## src/design/pcmrc_pkg.sv

```systemverilog
// Shared types, constants and helper functions for the PCM 3:2 / 2:3 rate converter.
// No dependencies; used by every other file of the block.
package pcmrc_pkg;

	localparam int SAMPLE_W     = 16;
	localparam int NUM_FIELDS   = 4;
	localparam int MAX_CHANNELS = 4;
	localparam int CNT_W        = 3;
	localparam int REG_IDX_W    = 2;
	localparam int MAX_RESULTS  = 3;
	localparam int ACT_LIMIT    = (MAX_CHANNELS < NUM_FIELDS) ? MAX_CHANNELS : NUM_FIELDS;

	// configuration register indexes
	localparam logic [REG_IDX_W-1:0] REG_DIRECTION     = 2'd0;
	localparam logic [REG_IDX_W-1:0] REG_CHANNEL_COUNT = 2'd1;

	// direction codes
	localparam logic DIR_DOWN = 1'b0;
	localparam logic DIR_UP   = 1'b1;

	// group phase codes; the fourth code acts as PH_FIRST
	localparam logic [1:0] PH_FIRST  = 2'd0;
	localparam logic [1:0] PH_SECOND = 2'd1;
	localparam logic [1:0] PH_THIRD  = 2'd2;

	localparam logic [CNT_W-1:0] CH_COUNT_RESET = 3'd2;

	typedef logic [SAMPLE_W-1:0] sample_t;

	typedef struct packed {
		sample_t [NUM_FIELDS-1:0] ch;
		logic                     last;
	} result_t;

	// all results caused by one input item
	typedef struct packed {
		logic [1:0]                cnt;
		result_t [MAX_RESULTS-1:0] res;
	} group_t;

	// (a + b) / 2, truncated toward zero
	function automatic sample_t avg2(input sample_t a, input sample_t b);
		logic [SAMPLE_W:0] s;
		logic [SAMPLE_W:0] t;
		s = {a[SAMPLE_W-1], a} + {b[SAMPLE_W-1], b};
		t = s + {{SAMPLE_W{1'b0}}, s[SAMPLE_W]};
		return t[SAMPLE_W:1];
	endfunction

	function automatic logic [CNT_W-1:0] active_count(input logic [CNT_W-1:0] cc);
		logic [CNT_W-1:0] n;
		n = cc;
		if (n == '0) begin
			n = CNT_W'(1);
		end
		if (n > CNT_W'(ACT_LIMIT)) begin
			n = CNT_W'(ACT_LIMIT);
		end
		return n;
	endfunction

endpackage

```

## src/design/pcmrc_group.sv

```systemverilog
// Configuration registers, group phase and held frames; forms the result group of each item.
// Depends on pcmrc_pkg.
module pcmrc_group (
	input  logic                                  clk,
	input  logic                                  arst_n,
	input  logic                                  cfg_wr_en,
	input  logic [pcmrc_pkg::REG_IDX_W-1:0]       cfg_index,
	input  logic [pcmrc_pkg::CNT_W-1:0]           cfg_data,
	input  logic                                  accept,
	input  pcmrc_pkg::sample_t [pcmrc_pkg::NUM_FIELDS-1:0] cur,
	input  logic                                  buffer_end,
	output logic                                  push,
	output pcmrc_pkg::group_t                     grp
);

	logic                          direction_q;
	logic [pcmrc_pkg::CNT_W-1:0]   channel_count_q;
	logic [1:0]                    phase_q;
	pcmrc_pkg::sample_t [pcmrc_pkg::NUM_FIELDS-1:0] held_first_q;
	pcmrc_pkg::sample_t [pcmrc_pkg::NUM_FIELDS-1:0] held_second_q;

	logic [pcmrc_pkg::CNT_W-1:0]   nch;
	logic [1:0]                    phase_d;
	logic                          wr_first;
	logic                          wr_second;

	always_comb begin
		nch       = pcmrc_pkg::active_count(channel_count_q);
		grp       = '0;
		phase_d   = pcmrc_pkg::PH_SECOND;
		wr_first  = 1'b0;
		wr_second = 1'b0;
		if (direction_q == pcmrc_pkg::DIR_DOWN) begin
			case (phase_q)
				pcmrc_pkg::PH_SECOND: begin
					wr_second = 1'b1;
					phase_d   = pcmrc_pkg::PH_THIRD;
				end
				pcmrc_pkg::PH_THIRD: begin
					grp.cnt = 2'd2;
					for (int c = 0; c < pcmrc_pkg::NUM_FIELDS; c++) begin
						if (pcmrc_pkg::CNT_W'(c) < nch) begin
							grp.res[0].ch[c] = held_first_q[c];
							grp.res[1].ch[c] = pcmrc_pkg::avg2(held_second_q[c], cur[c]);
						end
					end
					grp.res[1].last = 1'b1;
					phase_d = pcmrc_pkg::PH_FIRST;
				end
				default: begin
					wr_first = 1'b1;
					phase_d  = pcmrc_pkg::PH_SECOND;
				end
			endcase
		end else begin
			if (phase_q == pcmrc_pkg::PH_SECOND) begin
				wr_second          = 1'b1;
				grp.cnt            = 2'd3;
				grp.res[0].ch[0]   = held_first_q[0];
				grp.res[1].ch[0]   = pcmrc_pkg::avg2(held_first_q[0], cur[0]);
				grp.res[2].ch[0]   = cur[0];
				grp.res[2].last    = 1'b1;
				phase_d            = pcmrc_pkg::PH_FIRST;
			end else begin
				wr_first = 1'b1;
				if (buffer_end) begin
					// lone final sample passes straight through
					grp.cnt          = 2'd1;
					grp.res[0].ch[0] = cur[0];
					grp.res[0].last  = 1'b1;
				end
				phase_d = pcmrc_pkg::PH_SECOND;
			end
		end
		if (buffer_end) begin
			phase_d = pcmrc_pkg::PH_FIRST;
		end
	end

	assign push = accept && (grp.cnt != 2'd0);

	always_ff @(posedge clk or negedge arst_n) begin
		if (!arst_n) begin
			direction_q     <= pcmrc_pkg::DIR_DOWN;
			channel_count_q <= pcmrc_pkg::CH_COUNT_RESET;
			phase_q         <= pcmrc_pkg::PH_FIRST;
		end else if (cfg_wr_en) begin
			// a write to the direction or channel-count register drops a group in progress
			case (cfg_index)
				pcmrc_pkg::REG_DIRECTION: begin
					direction_q <= cfg_data[0];
					phase_q     <= pcmrc_pkg::PH_FIRST;
				end
				pcmrc_pkg::REG_CHANNEL_COUNT: begin
					channel_count_q <= cfg_data;
					phase_q         <= pcmrc_pkg::PH_FIRST;
				end
				default: begin
				end
			endcase
		end else if (accept) begin
			phase_q <= phase_d;
		end
	end

	always_ff @(posedge clk) begin
		if (accept && wr_first) begin
			held_first_q <= cur;
		end
		if (accept && wr_second) begin
			held_second_q <= cur;
		end
	end

endmodule

```

## src/design/pcmrc_outq.sv

```systemverilog
// Two-entry buffer of result groups; one result per cycle goes out while out_ready is high.
// Depends on pcmrc_pkg.
module pcmrc_outq (
	input  logic               clk,
	input  logic               arst_n,
	input  logic               push,
	input  pcmrc_pkg::group_t  grp,
	output logic               space,
	output logic               out_valid,
	input  logic               out_ready,
	output pcmrc_pkg::result_t res
);

	pcmrc_pkg::group_t slot_q [2];
	logic              wr_ptr_q;
	logic              rd_ptr_q;
	logic [1:0]        count_q;
	logic [1:0]        idx_q;

	pcmrc_pkg::group_t head;
	logic              take;
	logic              pop;

	always_comb begin
		head      = slot_q[rd_ptr_q];
		out_valid = (count_q != 2'd0);
		res       = head.res[idx_q];
		take      = out_valid && out_ready;
		pop       = take && (idx_q == (head.cnt - 2'd1));
		space     = (count_q != 2'd2);
	end

	always_ff @(posedge clk or negedge arst_n) begin
		if (!arst_n) begin
			wr_ptr_q <= 1'b0;
			rd_ptr_q <= 1'b0;
			count_q  <= 2'd0;
			idx_q    <= 2'd0;
		end else begin
			if (push) begin
				wr_ptr_q <= ~wr_ptr_q;
			end
			if (pop) begin
				rd_ptr_q <= ~rd_ptr_q;
				idx_q    <= 2'd0;
			end else if (take) begin
				idx_q <= idx_q + 2'd1;
			end
			count_q <= count_q + {1'b0, push} - {1'b0, pop};
		end
	end

	always_ff @(posedge clk) begin
		if (push) begin
			slot_q[wr_ptr_q] <= grp;
		end
	end

endmodule

```

## src/design/pcm_rate_converter_3to2_2to3.sv

```systemverilog
// PCM rate converter, 3:2 down (frames of up to four channels) and 2:3 up (channel 0).
// Each accepted item is turned into its results in the same cycle, and any results are
// stored as one group in a two-group buffer. With the buffer empty, the first result
// shows on the output the cycle after the item is accepted. Results leave at one per
// cycle while out_ready is high. Input is taken in every cycle while a group slot is
// free. In down mode the input port sets the rate: one item per cycle while out_ready
// is high. In up mode the output port sets it: three results per two items, and
// in_ready drops while both slots are full. Writes to the direction and channel-count
// registers take effect at once and restart the grouping phase.
// Depends on pcmrc_pkg, pcmrc_group, pcmrc_outq.
module pcm_rate_converter_3to2_2to3 (
	input  logic                                clk,
	input  logic                                arst_n,
	input  logic                                cfg_wr_en,
	input  logic [pcmrc_pkg::REG_IDX_W-1:0]     cfg_index,
	input  logic [pcmrc_pkg::CNT_W-1:0]         cfg_data,
	input  logic                                in_valid,
	output logic                                in_ready,
	input  logic signed [pcmrc_pkg::SAMPLE_W-1:0] sample_ch0,
	input  logic signed [pcmrc_pkg::SAMPLE_W-1:0] sample_ch1,
	input  logic signed [pcmrc_pkg::SAMPLE_W-1:0] sample_ch2,
	input  logic signed [pcmrc_pkg::SAMPLE_W-1:0] sample_ch3,
	input  logic                                buffer_end,
	output logic                                out_valid,
	input  logic                                out_ready,
	output logic signed [pcmrc_pkg::SAMPLE_W-1:0] out_ch0,
	output logic signed [pcmrc_pkg::SAMPLE_W-1:0] out_ch1,
	output logic signed [pcmrc_pkg::SAMPLE_W-1:0] out_ch2,
	output logic signed [pcmrc_pkg::SAMPLE_W-1:0] out_ch3,
	output logic                                run_last
);

	pcmrc_pkg::sample_t [pcmrc_pkg::NUM_FIELDS-1:0] cur;
	pcmrc_pkg::group_t  grp;
	pcmrc_pkg::result_t res;
	logic               push;
	logic               space;
	logic               accept;

	assign cur      = {sample_ch3, sample_ch2, sample_ch1, sample_ch0};
	assign in_ready = space;
	assign accept   = in_valid && space;

	pcmrc_group u_group (
		.clk        (clk),
		.arst_n     (arst_n),
		.cfg_wr_en  (cfg_wr_en),
		.cfg_index  (cfg_index),
		.cfg_data   (cfg_data),
		.accept     (accept),
		.cur        (cur),
		.buffer_end (buffer_end),
		.push       (push),
		.grp        (grp)
	);

	pcmrc_outq u_outq (
		.clk       (clk),
		.arst_n    (arst_n),
		.push      (push),
		.grp       (grp),
		.space     (space),
		.out_valid (out_valid),
		.out_ready (out_ready),
		.res       (res)
	);

	assign out_ch0  = res.ch[0];
	assign out_ch1  = res.ch[1];
	assign out_ch2  = res.ch[2];
	assign out_ch3  = res.ch[3];
	assign run_last = res.last;

endmodule

```

## config.mk

```make
export PLATFORM = sky130hd
export DESIGN_NAME = pcm_rate_converter_3to2_2to3
export DESIGN_NICKNAME = d
export VERILOG_FILES = /design/src/design/pcmrc_pkg.sv /design/src/design/pcmrc_group.sv /design/src/design/pcmrc_outq.sv /design/src/design/pcm_rate_converter_3to2_2to3.sv
export SDC_FILE = /design/constraint.sdc
export NUM_CORES = 1
export LEC_CHECK = 0
export ABC_AREA = 1
export CAP_MARGIN = 20
export CORE_MARGIN = 8
export CORE_UTILIZATION = 45
export CTS_CLUSTER_SIZE = 14
export DETAILED_ROUTE_END_ITERATION = 16
export DONT_BUFFER_PORTS = 1
export SYNTH_ARGS = -nofsm -noshare
export SYNTH_HDL_FRONTEND = slang
export SYNTH_HIERARCHICAL = 1
export SYNTH_SLANG_ARGS = --single-unit
```

## constraint.sdc

```tcl
create_clock -name clk -period 15 [get_ports clk]
set_clock_uncertainty 0.2 [all_clocks]
set_input_delay 1.5 -clock clk [delete_from_list [all_inputs] [get_ports clk]]
set_output_delay 1.5 -clock clk [all_outputs]
set_load 0.02 [all_outputs]
```

==> run metrics <==
sequential share of the synthesized area=57.31%; worst setup path category=reg2out; Top FF cell, synth=edfxtp_1; Slew Viols, Final=0; initial antenna violation count=2; Routed Antenna Nets=0; Num CTS Buffers=56; Max Cap Violations=0; largest net degree at the start of global routing=118; top cells by count, synth=nand2_1, edfxtp_1, nor2_1; Min-Delay Endpoint=u_group/channel_count_q[0]$_DFFE_PN0P_; CP Launch Type=flip-flop; R2R Path End=u_outq/slot_q[0][107]$_DFFE_PP_; die width=264.9 µm; CP required=13,300 ps; cells after synthesis=2,955; DR vias/cell=5.266; Vert. Die Dim=264.9 µm; Worst-Skew Late Latency=610 ps; clk sinks=534; synth warn=6; via count=19,910; Clock transition at path regs=60 ps; Yosys top cell area share=56.22%; Final period util=37.95%; Final Hold Vio Count=0; dpl hpwl=45.51 mm; Final min period=5692 ps; worst-path maximum fanout=100; synth top area cells=edfxtp_1, nand2_1, nor2_1, inv_1, o21ai_0; Placeable Area=61,480 µm²; post-synthesis register bit count=534; number of enable flip-flop cells after synthesis=522; family with the most delay on the worst path=buffers and inverters; die area=70,170 µm²; Mean Syn Cell Area=9.435 µm²; share of post-route cells with drive strength above 1=7.258%; hold wc startpoint=u_group/channel_count_q[0]$_DFFE_PN0P_; htree depth=2; CTS Buffer Depth=3; Max Clock Freq=175.7 MHz; CP most frequent cell=o21ai_0; Area Overhead vs Synth=8.864%; status=complete, no violations; worst r2r src=u_group/phase_q[1]$_DFFE_PN0P_; first-pass GRT wire length=106.2 mm; Buf/Inv on CP=2; worst-margin pin slew=1115 ps; most common cell in the netlist=nand2_1; FFs w/ async S/R, synth=2.247%; met3 routed WL=4.412 mm; M1 wire length=31.11 mm; Final Net Count=3,116; root buffer cell=clkbuf_16; leading area contributor after synthesis=edfxtp_1; GR Util All Layers=18.94%; RSZ-0062 raised after global routing=false; Cell Area, Synth=27,880 µm²; WL met2=31.89 mm; RePlAce Congestion=0.8985; vias in the first global route=19,080; relative slew slack=25.65%; hold_buf cts=0; I/O pin count=142; pwr dens=167.1 nW/µm²; setup TNS=0 ps; crit path DAT=3990 ps; CP Capture Type=primary output; hold depth=1; final WL=68.61 mm; reported leakage power=12.38 nW; Max rail drop VDD=0.08913 mV; DRT Pass-1 Iters=5; Synth cell types=51; Setup WS post-layout=9308 ps; # Post-CTS Setup Buffers=0; GRT overflow=0; WL per Instance=18.15 µm; slowest stage delay, CP=910 ps; DRC violations left=0; Initial DRC Count=1,540; R2R cell count=12; CTS tree=done; kind of path behind the tightest hold check=reg2reg; r2r setup slk=10,370 ps; # rows=91; Starting Density=45.34%; top layer in use=met5; CP Cell Sequence=inv_6 > buf_4 > o21ai_0 > o22ai_1 > nand2_1 > o21ai_0; number of I/O port buffers=0; Setup WS pre-CTS=9836 ps; post_cts resized=0; setup violators final=0; slowest library cell on the worst path=buf_4
-- flip-flops by register name (all words and copies together) (netlist names) --
| signal | cells |
|---|---|
| u_outq/wr_ptr_q | 1 |
| u_outq/rd_ptr_q | 1 |
| u_group/direction_q | 1 |
| u_group/held_second_q | 64 |
| u_group/channel_count_q | 3 |
| u_outq/count_q | 2 |
| u_group/phase_q | 2 |
| u_group/held_first_q | 64 |
| u_outq/slot_q | 394 |
| u_outq/idx_q | 2 |
-- final cells by class --
cell class	count	area [µm²]
clock buffer	72	1534
tap	790	988.4
multi-input combinational	1978	9943
inverter	358	1358
antenna	1	2.502
sequential	534	15980
fill	5793	31130
timing repair buffer	18	175.2
clock inverter	30	367.9
-- kinds of logic after synthesis --
kind of cell               after synthesis  synth area share, %
and+or+nand+nor                       1304                19.86
adders and majority gates               95                4.398
muxes                                    2              0.08078
other                                    1              0.01345
buffers and inverters                  490                7.733
xor gates and xnor gates                35                1.315
DFF                                    534                57.31
AOI/OAI and AO/OA                      494                9.295
-- routing by layer --
metal / global-route usage, % / vias up
met5: 0 / -
met4: 4.073 / 2
met3: 4.327 / 77
met2: 31.10 / 450
met1: 25.60 / 9567
li1: - / 9814
-- layout by cell type (no fill, tap or decap), types with 69 or more instances in the layout --
master	count
edfxtp_1	522
nand3_1	136
ha_1	90
nor2_1	412
a21oi_1	88
inv_1	341
o22ai_1	69
o21ai_1	69
o21ai_0	256
nand2_1	619
-- stage by stage --
step	cell area [µm²]	hold WS (ps)	cells	total power, mW	util, %
floorplan	28060	263.4	3002	3.280	-
global placement	28390	291.7	3676	3.649	46.18
detailed placement	28420	293.7	3677	3.686	46.22
CTS	30320	307.3	3779	5.136	49.31
global route	30350	325.0	3780	5.373	49.36
finish	30350	304.7	3781	5.070	49.36
-- power by group --
part / switching, mW / total, mW / internal, mW
Clock: 0.577 / 1.44 / 0.858
Combinational: 1.28 / 1.68 / 0.403
Sequential: 0.0802 / 1.96 / 1.87
Total: 1.93 / 5.07 / 3.14
-- worst max path at each step --
stage | endpoint | startpoint | slack, ps | cells after the start
floorplan | u_outq/slot_q[0][0]$_DFFE_PP_ | buffer_end | 3920 | 6
global placement | out_ch0[4] | u_outq/rd_ptr_q$_DFFE_PN0P_ | 9890 | 4
detailed placement | u_outq/slot_q[1][77]$_DFFE_PP_ | sample_ch0[0] | 9840 | 24
CTS | out_ch0[4] | u_outq/rd_ptr_q$_DFFE_PN0P_ | 9160 | 4
global route | run_last | u_outq/rd_ptr_q$_DFFE_PN0P_ | 9030 | 6
finish | run_last | u_outq/rd_ptr_q$_DFFE_PN0P_ | 9310 | 6
Note: power is estimated with default switching activity, not from simulation.
